File: config.mk
export PLATFORM = sky130hd
export DESIGN_NAME = uart_ring_buffer_engine
export DESIGN_NICKNAME = d
export VERILOG_FILES = /design/src/sv/urbe_pkg.sv /design/src/sv/uart_ring_buffer_engine.sv /design/src/sv/urbe_ram.sv
export SDC_FILE = /design/constraint.sdc
export NUM_CORES = 1
export LEC_CHECK = 0
export BUFFER_PORTS_ARGS = -buffer_cell sky130_fd_sc_hd__buf_2
export CORE_ASPECT_RATIO = 2
export CORE_MARGIN = 3
export CORE_UTILIZATION = 60
export CTS_CLUSTER_DIAMETER = 50
export CTS_CLUSTER_SIZE = 12
export DETAILED_ROUTE_END_ITERATION = 12
export MAX_ROUTING_LAYER = met4
export PLACE_DENSITY = 0.76
export SLEW_MARGIN = 30
export SYNTH_ARGS = -nofsm -noshare
export SYNTH_HDL_FRONTEND = slang
export SYNTH_HIERARCHICAL = 1
export SYNTH_SLANG_ARGS = --single-unit
File: constraint.sdc
create_clock -name aclk -period 10.2 [get_ports aclk]
set_input_delay 0.51 -clock aclk [delete_from_list [all_inputs] [get_ports aclk]]
set_output_delay 0.51 -clock aclk [all_outputs]
set_load 0.02 [all_outputs]
File: src/sv/urbe_pkg.sv
// Package for the UART ring buffer engine: ring depths, address widths,
// request codes and the ring pointer helper functions. No dependencies.
`default_nettype none

package urbe_pkg;

    localparam int TX_DEPTH = 64;
    localparam int RX_DEPTH = 64;
    localparam int TX_AW    = $clog2(TX_DEPTH);
    localparam int RX_AW    = $clog2(RX_DEPTH);

    localparam int FUNC_W   = 3;
    localparam int DATA_W   = 8;
    localparam int AMT_W    = 6;
    localparam int WAIT_W   = 6;
    localparam int WAIT_MAX = (1 << WAIT_W) - 1;

    // Width wide enough to compare a request amount against a ring count.
    localparam int RX_CW = ((RX_AW > AMT_W) ? RX_AW : AMT_W) + 1;

    localparam logic [FUNC_W-1:0] FUNC_TX_ENQ  = 3'd0;
    localparam logic [FUNC_W-1:0] FUNC_TX_DONE = 3'd1;
    localparam logic [FUNC_W-1:0] FUNC_RX_BYTE = 3'd2;
    localparam logic [FUNC_W-1:0] FUNC_READ    = 3'd3;
    localparam logic [FUNC_W-1:0] FUNC_SKIP    = 3'd4;
    localparam logic [FUNC_W-1:0] FUNC_BLOCK   = 3'd5;

    function automatic logic [TX_AW-1:0] tx_inc(input logic [TX_AW-1:0] i);
        return (i == TX_AW'(TX_DEPTH - 1)) ? '0 : i + TX_AW'(1);
    endfunction

    function automatic logic [RX_AW-1:0] rx_inc(input logic [RX_AW-1:0] i);
        return (i == RX_AW'(RX_DEPTH - 1)) ? '0 : i + RX_AW'(1);
    endfunction

    // Both operands are below the depth, so one conditional subtract wraps the sum.
    function automatic logic [RX_AW-1:0] rx_add(input logic [RX_AW-1:0] base,
                                                input logic [RX_AW-1:0] n);
        logic [RX_AW:0] sum;
        sum = {1'b0, base} + {1'b0, n};
        if (sum >= (RX_AW + 1)'(RX_DEPTH)) begin
            sum = sum - (RX_AW + 1)'(RX_DEPTH);
        end
        return sum[RX_AW-1:0];
    endfunction

    // The tail sits one slot behind the first waiting byte.
    function automatic logic [RX_AW-1:0] rx_count(input logic [RX_AW-1:0] h,
                                                  input logic [RX_AW-1:0] t);
        logic [RX_AW:0] d;
        if (h > t) begin
            d = {1'b0, h} - {1'b0, t} - (RX_AW + 1)'(1);
        end else begin
            d = {1'b0, h} + (RX_AW + 1)'(RX_DEPTH) - {1'b0, t} - (RX_AW + 1)'(1);
        end
        return d[RX_AW-1:0];
    endfunction

    function automatic logic [WAIT_W-1:0] wait_sat(input logic [RX_AW-1:0] c);
        logic [RX_CW-1:0] cw;
        cw = RX_CW'(c);
        return (cw > RX_CW'(WAIT_MAX)) ? WAIT_W'(WAIT_MAX) : cw[WAIT_W-1:0];
    endfunction

endpackage

`default_nettype wire

File: src/sv/uart_ring_buffer_engine.sv
// Top level of the UART ring buffer engine: request sequencer, ring pointers
// and result register. Uses urbe_pkg and two instances of urbe_ram.
`default_nettype none

// A transmit ring and a receive ring for one UART, both held in RAMs with a
// registered read port. One request is handled at a time. A request that
// needs no ring read (enqueue, received byte, skip, transmit done with
// nothing pending, out-of-range read, empty block) goes from IDLE straight
// to OUT, where its result is shown, after which s_ready returns once the
// result is taken. A request that reads a ring (transmit done with a byte
// pending, read at offset) passes through READ before OUT because of the RAM
// read latency. A block read of n bytes gives n results; each taken result
// but the last sends the sequencer back through READ for the next byte, as
// every byte is a separate RAM read. An enqueued byte that meets an idle
// transmitter is handed out directly from the request, without a RAM read.
// The ring contents need no clearing after reset: only written entries are ever read.
module uart_ring_buffer_engine (
    input  wire logic       aclk,
    input  wire logic       aresetn,
    input  wire logic       s_valid,
    output logic            s_ready,
    input  wire logic [2:0] s_func,
    input  wire logic [7:0] s_data,
    input  wire logic [5:0] s_amount,
    output logic            m_valid,
    input  wire logic       m_ready,
    output logic            m_tx_valid,
    output logic      [7:0] m_tx_byte,
    output logic      [7:0] m_read_data,
    output logic            m_read_valid,
    output logic      [5:0] m_rx_waiting,
    output logic            m_tx_busy,
    output logic            m_rx_dropped,
    output logic            m_tx_overflow,
    output logic            m_last
);

    localparam int TX_AW  = urbe_pkg::TX_AW;
    localparam int RX_AW  = urbe_pkg::RX_AW;
    localparam int DW     = urbe_pkg::DATA_W;
    localparam int WW     = urbe_pkg::WAIT_W;
    localparam int RX_CW  = urbe_pkg::RX_CW;

    localparam logic [1:0] S_IDLE = 2'd0;
    localparam logic [1:0] S_READ = 2'd1;
    localparam logic [1:0] S_OUT  = 2'd2;

    logic [1:0]       state_reg, state_next;
    logic [TX_AW-1:0] tx_head_reg, tx_head_next;
    logic [TX_AW-1:0] tx_tail_reg, tx_tail_next;
    logic             tx_run_reg, tx_run_next;
    logic [RX_AW-1:0] rx_head_reg, rx_head_next;
    logic [RX_AW-1:0] rx_tail_reg, rx_tail_next;
    logic [RX_AW-1:0] ptr_reg, ptr_next;
    logic [RX_AW-1:0] left_reg, left_next;
    logic             src_tx_reg, src_tx_next;

    logic             out_tx_valid_reg, out_tx_valid_next;
    logic [DW-1:0]    out_tx_byte_reg, out_tx_byte_next;
    logic [DW-1:0]    out_read_data_reg, out_read_data_next;
    logic             out_read_valid_reg, out_read_valid_next;
    logic [WW-1:0]    out_waiting_reg, out_waiting_next;
    logic             out_busy_reg, out_busy_next;
    logic             out_dropped_reg, out_dropped_next;
    logic             out_overflow_reg, out_overflow_next;
    logic             out_last_reg, out_last_next;

    logic             tx_we, rx_we;
    logic [TX_AW-1:0] tx_waddr, tx_raddr;
    logic [RX_AW-1:0] rx_waddr, rx_raddr;
    logic [DW-1:0]    tx_rdata, rx_rdata;

    logic [RX_AW-1:0] rx_cnt;
    logic             amt_lt;
    logic [RX_AW-1:0] take_n;

    urbe_ram #(.WIDTH(DW), .DEPTH(urbe_pkg::TX_DEPTH)) u_tx_ram (
        .aclk  (aclk),
        .we    (tx_we),
        .waddr (tx_waddr),
        .wdata (s_data),
        .raddr (tx_raddr),
        .rdata (tx_rdata)
    );

    urbe_ram #(.WIDTH(DW), .DEPTH(urbe_pkg::RX_DEPTH)) u_rx_ram (
        .aclk  (aclk),
        .we    (rx_we),
        .waddr (rx_waddr),
        .wdata (s_data),
        .raddr (rx_raddr),
        .rdata (rx_rdata)
    );

    assign rx_cnt = urbe_pkg::rx_count(rx_head_reg, rx_tail_reg);
    assign amt_lt = RX_CW'(s_amount) < RX_CW'(rx_cnt);
    assign take_n = amt_lt ? RX_AW'(s_amount) : rx_cnt;

    assign tx_waddr = tx_head_reg;
    assign rx_waddr = rx_head_reg;
    assign tx_raddr = tx_tail_reg;
    // IDLE reads a read's offset byte or a block's first byte; then it walks a block.
    assign rx_raddr = (state_reg == S_IDLE)
                    ? urbe_pkg::rx_add(urbe_pkg::rx_inc(rx_tail_reg),
                                       (s_func == urbe_pkg::FUNC_READ) ? take_n : '0)
                    : urbe_pkg::rx_inc(ptr_reg);

    always_comb begin
        state_next          = state_reg;
        tx_head_next        = tx_head_reg;
        tx_tail_next        = tx_tail_reg;
        tx_run_next         = tx_run_reg;
        rx_head_next        = rx_head_reg;
        rx_tail_next        = rx_tail_reg;
        ptr_next            = ptr_reg;
        left_next           = left_reg;
        src_tx_next         = src_tx_reg;
        out_tx_valid_next   = out_tx_valid_reg;
        out_tx_byte_next    = out_tx_byte_reg;
        out_read_data_next  = out_read_data_reg;
        out_read_valid_next = out_read_valid_reg;
        out_waiting_next    = out_waiting_reg;
        out_busy_next       = out_busy_reg;
        out_dropped_next    = out_dropped_reg;
        out_overflow_next   = out_overflow_reg;
        out_last_next       = out_last_reg;
        tx_we               = 1'b0;
        rx_we               = 1'b0;

        unique case (state_reg)
            S_IDLE: begin
                if (s_valid) begin
                    out_tx_valid_next   = 1'b0;
                    out_tx_byte_next    = '0;
                    out_read_data_next  = '0;
                    out_read_valid_next = 1'b0;
                    out_dropped_next    = 1'b0;
                    out_overflow_next   = 1'b0;
                    out_last_next       = 1'b1;
                    src_tx_next         = 1'b0;
                    left_next           = '0;
                    state_next          = S_OUT;
                    unique case (s_func)
                        urbe_pkg::FUNC_TX_ENQ: begin
                            if (urbe_pkg::tx_inc(tx_head_reg) == tx_tail_reg) begin
                                out_overflow_next = 1'b1;
                            end else begin
                                tx_we        = 1'b1;
                                tx_head_next = urbe_pkg::tx_inc(tx_head_reg);
                                // An idle transmitter has an empty ring, so the
                                // byte at the tail is the one being written.
                                if (!tx_run_reg) begin
                                    tx_run_next       = 1'b1;
                                    tx_tail_next      = urbe_pkg::tx_inc(tx_tail_reg);
                                    out_tx_valid_next = 1'b1;
                                    out_tx_byte_next  = s_data;
                                end
                            end
                        end
                        urbe_pkg::FUNC_TX_DONE: begin
                            if (tx_tail_reg != tx_head_reg) begin
                                tx_tail_next      = urbe_pkg::tx_inc(tx_tail_reg);
                                out_tx_valid_next = 1'b1;
                                src_tx_next       = 1'b1;
                                state_next        = S_READ;
                            end else begin
                                tx_run_next = 1'b0;
                            end
                        end
                        urbe_pkg::FUNC_RX_BYTE: begin
                            if (rx_tail_reg != rx_head_reg) begin
                                rx_we        = 1'b1;
                                rx_head_next = urbe_pkg::rx_inc(rx_head_reg);
                            end else begin
                                out_dropped_next = 1'b1;
                            end
                        end
                        urbe_pkg::FUNC_READ: begin
                            if (amt_lt) begin
                                out_read_valid_next = 1'b1;
                                state_next          = S_READ;
                            end
                        end
                        urbe_pkg::FUNC_SKIP: begin
                            rx_tail_next = urbe_pkg::rx_add(rx_tail_reg, take_n);
                        end
                        urbe_pkg::FUNC_BLOCK: begin
                            rx_tail_next = urbe_pkg::rx_add(rx_tail_reg, take_n);
                            if (take_n != '0) begin
                                out_read_valid_next = 1'b1;
                                ptr_next            = urbe_pkg::rx_inc(rx_tail_reg);
                                left_next           = take_n - RX_AW'(1);
                                out_last_next       = (take_n == RX_AW'(1));
                                state_next          = S_READ;
                            end
                        end
                        default: begin
                        end
                    endcase
                    out_waiting_next = urbe_pkg::wait_sat(
                        urbe_pkg::rx_count(rx_head_next, rx_tail_next));
                    out_busy_next    = tx_run_next;
                end
            end
            S_READ: begin
                if (src_tx_reg) begin
                    out_tx_byte_next = tx_rdata;
                end else begin
                    out_read_data_next = rx_rdata;
                end
                state_next = S_OUT;
            end
            S_OUT: begin
                if (m_ready) begin
                    if (left_reg != '0) begin
                        left_next     = left_reg - RX_AW'(1);
                        ptr_next      = urbe_pkg::rx_inc(ptr_reg);
                        out_last_next = (left_reg == RX_AW'(1));
                        state_next    = S_READ;
                    end else begin
                        state_next = S_IDLE;
                    end
                end
            end
            default: begin
                state_next = S_IDLE;
            end
        endcase
    end

    always_ff @(posedge aclk) begin
        if (!aresetn) begin
            state_reg   <= S_IDLE;
            tx_head_reg <= '0;
            tx_tail_reg <= '0;
            tx_run_reg  <= 1'b0;
            rx_head_reg <= '0;
            rx_tail_reg <= RX_AW'(urbe_pkg::RX_DEPTH - 1);
            left_reg    <= '0;
            src_tx_reg  <= 1'b0;
        end else begin
            state_reg   <= state_next;
            tx_head_reg <= tx_head_next;
            tx_tail_reg <= tx_tail_next;
            tx_run_reg  <= tx_run_next;
            rx_head_reg <= rx_head_next;
            rx_tail_reg <= rx_tail_next;
            left_reg    <= left_next;
            src_tx_reg  <= src_tx_next;
        end
    end

    always_ff @(posedge aclk) begin
        ptr_reg            <= ptr_next;
        out_tx_valid_reg   <= out_tx_valid_next;
        out_tx_byte_reg    <= out_tx_byte_next;
        out_read_data_reg  <= out_read_data_next;
        out_read_valid_reg <= out_read_valid_next;
        out_waiting_reg    <= out_waiting_next;
        out_busy_reg       <= out_busy_next;
        out_dropped_reg    <= out_dropped_next;
        out_overflow_reg   <= out_overflow_next;
        out_last_reg       <= out_last_next;
    end

    assign s_ready       = (state_reg == S_IDLE);
    assign m_valid       = (state_reg == S_OUT);
    assign m_tx_valid    = out_tx_valid_reg;
    assign m_tx_byte     = out_tx_byte_reg;
    assign m_read_data   = out_read_data_reg;
    assign m_read_valid  = out_read_valid_reg;
    assign m_rx_waiting  = out_waiting_reg;
    assign m_tx_busy     = out_busy_reg;
    assign m_rx_dropped  = out_dropped_reg;
    assign m_tx_overflow = out_overflow_reg;
    assign m_last        = out_last_reg;

`ifndef NO_ASSERTIONS
    // An idle transmitter must have an empty ring, or the enqueue bypass is wrong.
    a_idle_empty: assert property (@(posedge aclk) disable iff (!aresetn)
        !tx_run_reg |-> (tx_head_reg == tx_tail_reg))
        else $error("transmitter idle with bytes pending");

    // Only a block read gives more than one result, and each of those carries a byte.
    a_multi_block: assert property (@(posedge aclk) disable iff (!aresetn)
        (m_valid && !m_last) |-> m_read_valid)
        else $error("non-final result without a read byte");

    a_tx_busy: assert property (@(posedge aclk) disable iff (!aresetn)
        (m_valid && m_tx_valid) |-> m_tx_busy)
        else $error("byte handed out while transmitter idle");

    // No new request is taken until the last result of the current one leaves.
    a_seq: assert property (@(posedge aclk) disable iff (!aresetn)
        (m_valid && m_ready && !m_last) |=> !s_ready)
        else $error("request accepted in the middle of a block read");
`endif

endmodule

`default_nettype wire

File: src/sv/urbe_ram.sv
// Generic single-clock RAM with one write port and one registered read port.
// No dependencies.
`default_nettype none

module urbe_ram #(
    parameter int WIDTH = 8,
    parameter int DEPTH = 64
) (
    input  wire logic                     aclk,
    input  wire logic                     we,
    input  wire logic [$clog2(DEPTH)-1:0] waddr,
    input  wire logic [WIDTH-1:0]         wdata,
    input  wire logic [$clog2(DEPTH)-1:0] raddr,
    output logic      [WIDTH-1:0]         rdata
);

    logic [WIDTH-1:0] mem [DEPTH];

    always_ff @(posedge aclk) begin
        if (we) begin
            mem[waddr] <= wdata;
        end
        rdata <= mem[raddr];
    end

endmodule

`default_nettype wire
Word-level counts from Yosys, hierarchy flattened
Memories as Yosys holds them, arrays and structs flattened. A register that Yosys moved wholly into a read port is not among the register bits. Cells that the tools add are included.

Bits in read-only memories: 0. Input bits: 21. RAM bits: 1024. Bits in registers: 68. Bits in latches: 0. Logic and storage cells: 173. Output and inout port bits: 30. Memories: 2.

$mul: 0. Reductions and logical operators: 16. Divide/modulo/power cells: 0. Shifts and indexed selects: 0. Magnitude comparators: 5. Eq/ne operators: 27. $add $sub $neg: 21. Mux-type cells: 83. Bitwise gates (word level): 1.

Memories: u_rx_ram.mem (depth 64, width 8, read ports 1, clocked after memory_dff 1, write ports 1, RTL line urbe_ram.sv:17) `logic [WIDTH-1:0] mem [DEPTH];`; u_tx_ram.mem (depth 64, width 8, read ports 1, clocked after memory_dff 1, write ports 1, RTL line urbe_ram.sv:17).

Operator list (number): $mux W6 (32); $mux W8 (7); $sub A6 B1 Y6 const B (8); $add A6 B1 Y6 const B (7); $pmux W6 S2 (3); $pmux W8 S2 (2); $eq A6 B6 Y1 const B (5); $mux W1 (28); $sub A6 B6 Y6 (4); $add A6 B6 Y7 (2); $ge A7 B7 Y1 const B (2); $eq A6 B1 Y1 const B (2); $gt A6 B6 Y1 (2); $ne A2 B2 Y1 const B (6); $ne A6 B6 Y1 (2); $pmux W2 S3 (2); $reduce_and A6 Y1 (2); $reduce_bool A6 Y1 (2); $mux W2 (5); $ne A2 B1 Y1 const B (4); $pmux W1 S2 (4); $reduce_and A4 Y1 (2); $eq A3 B2 Y1 const B (2); $eq A3 B3 Y1 const B (2); 12 further kinds (16).

Depth between registers and ports, before layout
Depth after elaboration: 15. Gate-level depth with buffers: 32. Depth with buffers taken out: 27.

Hierarchy
The synthesis kept the hierarchy.

Modules (own cells, without submodules): urbe_ram at u_rx_ram (area an instance 20190.6 sq um, times used 1, cells an instance 972); urbe_ram at u_tx_ram (area an instance 20166.8 sq um, times used 1, cells an instance 940); uart_ring_buffer_engine (area an instance 5063.6 sq um, times used 1, cells an instance 586).

Worst setup path after synthesis
Ideal clock, no wire load.

Kind: register to register. From: reg rx_tail_reg[2]. To: reg u_rx_ram.rdata[2], read port of u_rx_ram.mem. Buffers on the path: 4. Slack: 4.183 ns. Stages on the path, launching flop included: 26. Arrival time: 5.900 ns. Library setup time: 0.117 ns. Data required time: 10.083 ns. Path through: dfxtp_1 -> clkbuf_1 -> inv_1 -> ha_1 -> a211oi_1 -> nor2_1 -> o41ai_1 -> or2_1 -> clkbuf_1 -> inv_1 -> ha_1 -> nand2_1 -> a21oi_1 -> nor3_2 -> mux2i_1 -> or2_2 -> fa_1 -> xnor2_1 -> nand2_1 -> o21ai_0 -> buf_2 -> buf_1 -> mux4_2 -> a21oi_1 -> o211ai_1 -> a32o_1.

Word-level cells in the longest chain between the ends: 10. Elaborated cells between the ends (all ways): 17. Classes of those cells: 7 x add/sub; 3 x order compare; 1 x eq/ne; 6 x mux.

Ends and longest elaborated chain: start, declared (RTL line uart_ring_buffer_engine.sv:53) `logic [RX_AW-1:0] rx_tail_reg, rx_tail_next;`; start signal, assigned (RTL line uart_ring_buffer_engine.sv:238) `rx_tail_reg <= RX_AW'(urbe_pkg::RX_DEPTH - 1);`; start signal, assigned (RTL line uart_ring_buffer_engine.sv:247) `rx_tail_reg <= rx_tail_next;`; $sub A6 B6 Y6, on equally long branches (RTL line urbe_pkg.sv:54, urbe_pkg.sv:52); $sub A6 B1 Y6, on equally long branches (RTL line urbe_pkg.sv:54, urbe_pkg.sv:52); $mux W6 (RTL line urbe_pkg.sv:51) `if (h > t) begin`; $lt A6 B6 Y1 (RTL line uart_ring_buffer_engine.sv:96) `assign amt_lt = RX_CW'(s_amount) < RX_CW'(rx_cnt);`; $mux W6 (RTL line uart_ring_buffer_engine.sv:97) `assign take_n = amt_lt ? RX_AW'(s_amount) : rx_cnt;`; $mux W6 (RTL line uart_ring_buffer_engine.sv:105) `(s_func == urbe_pkg::FUNC_READ) ? take_n : '0)`; $add A6 B6 Y7 * (RTL line urbe_pkg.sv:40) `sum = {1'b0, base} + {1'b0, n};`; $sub A6 B1 Y6 or $ge A7 B7 Y1 (tied branches) (RTL line urbe_pkg.sv:42, urbe_pkg.sv:41); $mux W6 * (RTL line urbe_pkg.sv:41) `if (sum >= (RX_AW + 1)'(RX_DEPTH)) begin`; $mux W6 * (RTL line uart_ring_buffer_engine.sv:104) `? urbe_pkg::rx_add(urbe_pkg::rx_inc(rx_tail_reg),`; via rx_raddr[2] (RTL line uart_ring_buffer_engine.sv:70) `logic [RX_AW-1:0] rx_waddr, rx_raddr;`; end, declared (RTL line urbe_ram.sv:14) `output logic [WIDTH-1:0] rdata`.

Mark *: on every way through the listed nets, which the timed path passes. The rest lies on a longest branch. A chain may end at the register's enable or synchronous reset.

Final worst setup path
From: reg rx_head_reg[1]. To: reg u_rx_ram.rdata[4], read port of u_rx_ram.mem.

Word-level cells in the longest chain between the ends: 11. Elaborated cells between the ends (all ways): 15. Classes of those cells: 7 x add/sub; 3 x order compare; 5 x mux.

Ends and longest elaborated chain: start, declared (RTL line uart_ring_buffer_engine.sv:52) `logic [RX_AW-1:0] rx_head_reg, rx_head_next;`; start signal, assigned (RTL line uart_ring_buffer_engine.sv:246) `rx_head_reg <= rx_head_next;`; $add A6 B1 Y6 (RTL line urbe_pkg.sv:54) `d = {1'b0, h} + (RX_AW + 1)'(RX_DEPTH) - {1'b0, t} - (RX_AW + 1)'(1);`; $sub A6 B6 Y6 (RTL line urbe_pkg.sv:54); $sub A6 B1 Y6 (RTL line urbe_pkg.sv:54); $mux W6 * (RTL line urbe_pkg.sv:51); $lt A6 B6 Y1 (RTL line uart_ring_buffer_engine.sv:96); $mux W6 * (RTL line uart_ring_buffer_engine.sv:97); $mux W6 * (RTL line uart_ring_buffer_engine.sv:105); $add A6 B6 Y7 * (RTL line urbe_pkg.sv:40); $sub A6 B1 Y6 or $ge A7 B7 Y1 (tied branches) (RTL line urbe_pkg.sv:42, urbe_pkg.sv:41); $mux W6 * (RTL line urbe_pkg.sv:41); $mux W6 * (RTL line uart_ring_buffer_engine.sv:104); via rx_raddr[1] (RTL line uart_ring_buffer_engine.sv:70).

Marked as above.

==> summary.txt <==
status: finished clean
CTS buffer count: 103
Boundary Pins: 51
leakage power total: 15.3 nW
synthesized instance count: 2498
post-synth top area share: 69.9%
async set-or-reset flop fraction in the synthesized netlist: 0%
Fin Setup TNS: 0 ns
total design power: 10.1 mW
max_cap viols: 0
area added between synthesis and finish: 9.12%
clk_skew: 0.0211 ns
cell accounting for the most synthesized area: edfxtp_1
Hold Vio Cnt, Final: 0
Worst slew margin: 31.5%
vias in the first global route: 25000
Overflow after GRT: 0
Worst Path Arrival: 8.64 ns
Die Y: 395 um
endpoints failing setup: 0
most frequent cell after synthesis: edfxtp_1
Yosys warnings: 6
layout cells sized above 1: 19.3%
Clock Power Share: 34.9%
Fmax: 0.124 GHz
Final nets: 2613
core area: 0.0750 mm^2
initial core utilization: 60.6%
RSZ-0062 raised after global routing: false
Row Count: 142
die width: 201 um
CTS root buf: clkbuf_16
Die ar.: 0.0792 mm^2
Setup WS post-layout: 2.13 ns
CP Data Required Time: 10.78 ns
Switch Pwr: 2.55 mW
crit share post-route: 79.1%
synth unique cells: 72
vias: 24200
Placement Setup Slack: 2.31 ns
synth top area cells: edfxtp_1, mux4_2, dfxtp_1
diodes inserted: 0
post-DR wirelength/cell: 30.5 um
Comb pwr share: 14.7%
Max VDD drop: 0.212 mV
maximum number of pins on one net before global-route repair: 99
Hold WC Path Type: input port to flip-flop
post-DR vias/cell: 6.65
global placer's final weighted congestion: 0.979
# hold bufs at CTS: 0
EDFF count, synth: 1058
crit path max fanout: 29
clock transition at the registers of the reported paths: 0.06 ns
post-cts resize count: 0
top post-synthesis cells by count: edfxtp_1, mux4_2, nor2_1
Pwr Density: 203 mW/mm^2
Final Max Slew Viols: 0
clock sinks: 1108
DRC: 0
drt pass-1 iters: 7
initial antenna violation count: 0
Avg Cell Area, Syn: 18.2 um^2
Initial DRC Count: 2245
Top Registers: u_rx_ram/mem x512, u_tx_ram/mem x512
CP Launch Type: flip-flop
P_int: 7.52 mW
min cycle time layout: 8.07 ns
clock latency on the worst-skew pair: 0.70 ns
Final ANT Viol Nets: 0
syn nets: 2556
Yosys reg bits: 1108
area of the mapped netlist: 0.0454 mm^2
part of the power in registers: 50.4%
CTS tree: yes
Setup Crit Path Kind: flip-flop to flip-flop
IO buf count: 50
sw frac: 25.3%
maximum clock path buffer count: 3
first-pass GRT wire length: 165000 um
worst-margin pin slew: 1.02 ns
top_reg_cell synth: edfxtp_1
Min Hold Slack: 0.267 ns
CP endpoint kind: flip-flop
post-DP HPWL: 72900 um
H-Tree Depth: 3
drt total wl: 111000 um
gr usage total: 29.2%
Setup Fix Bufs, Post-CTS: 0
post-synthesis sequential area ratio: 72.2%
-- power groups by stage --
stage | clock network (mW) | registers (mW) | logic (mW)
after floorplan | 0 | 5.16 | 0.968
after global placement | 0 | 5.17 | 1.43
after detailed placement | 0 | 5.18 | 1.46
after CTS | 3.58 | 5.08 | 1.47
after global routing | 3.75 | 5.08 | 1.56
final | 3.51 | 5.08 | 1.48
-- worst paths after layout --
kind / startpoint / end / slack, ns / cells after the start
worst min register to register: src_tx_reg / src_tx_reg / 0.51 / 2
worst min-delay path: m_ready / state_reg[1] / 0.27 / 4
worst max register to register: rx_head_reg[1] / u_rx_ram/rdata[4] / 2.13 / 22
worst max-delay path: rx_head_reg[1] / u_rx_ram/rdata[4] / 2.13 / 22
-- cell type report --
type                            count  area [um^2]
Timing Repair Buffer               83          549
Clock inverter                      9          133
Fill cell                        5018        25400
Clock buffer                      170         2850
Inverter                           36          135
Tap cell                         1008         1260
Multi-Input combinational cell   1223        11900
Sequential cell                  1108        32800
-- kinds of logic (layout without fill, tap and decap cells) --
logic type	count (synthesis)	count (layout)	share of synthesized area, %
flip-flops	1108	1108	72.2
buffers and inverters	167	298	1.92
AND/OR/NAND/NOR	543	543	5.69
adder cells (fa/ha/maj)	37	37	1.09
AO/OA/AOI/OAI	284	284	4.43
XOR/XNOR	43	43	0.829
multiplexers	316	316	13.9
-- stage by stage --
stage	cells	cell area, um^2	utilization, %
3_3_place_gp	3458	46500	62.1
3_5_place_dp	3458	46600	62.1
2_1_floorplan	2498	45400	-
5_1_grt	3637	49600	66.1
6_report	3637	49600	66.1
4_1_cts	3637	49500	66.1
-- per-layer routing --
metal | GRT usage (%) | part of all wire, % | wire, um | vias to the layer above
li1 | - | - | - | 10200
met1 | 31.0 | 32 | 35600 | 12500
met2 | 51.6 | 55 | 60500 | 1152
met3 | 3.99 | 5.7 | 6300 | 346
met4 | 18.5 | 7.6 | 8430 | 0
met5 | - | 0 | 0 | -
-- worst max-delay path, stage by stage (launching register included) --
cell and delay, ns:
dfxtp_1 0.66, ha_1 0.35, a211oi_1 0.46, nor2_1 0.13
o41ai_1 0.43, or2_1 0.34, inv_1 0.08, ha_1 0.34
nand2_1 0.08, o31ai_1 0.39, or3_1 0.45, mux2i_1 0.43
nor2_1 0.10, ha_1 0.22, inv_1 0.07, fa_1 0.47
o31ai_4 0.71, buf_4 0.54, mux4_2 0.37, nor2b_1 0.15
a2111oi_0 0.81, nor3_1 0.10, a22o_1 0.23
-- layout by cell type (no fill, tap or decap), types with 34 or more instances in the layout --
cell / count
o22ai_1: 35
clkbuf_16: 104
clkbuf_1: 66
buf_4: 35
edfxtp_1: 1058
nand2_1: 98
o21ai_0: 46
mux2i_1: 49
a21oi_1: 34
mux4_2: 250
nand3_1: 51
buf_2: 42
dfxtp_1: 46
nor2_1: 211
Power figures use the tool's default switching activity.
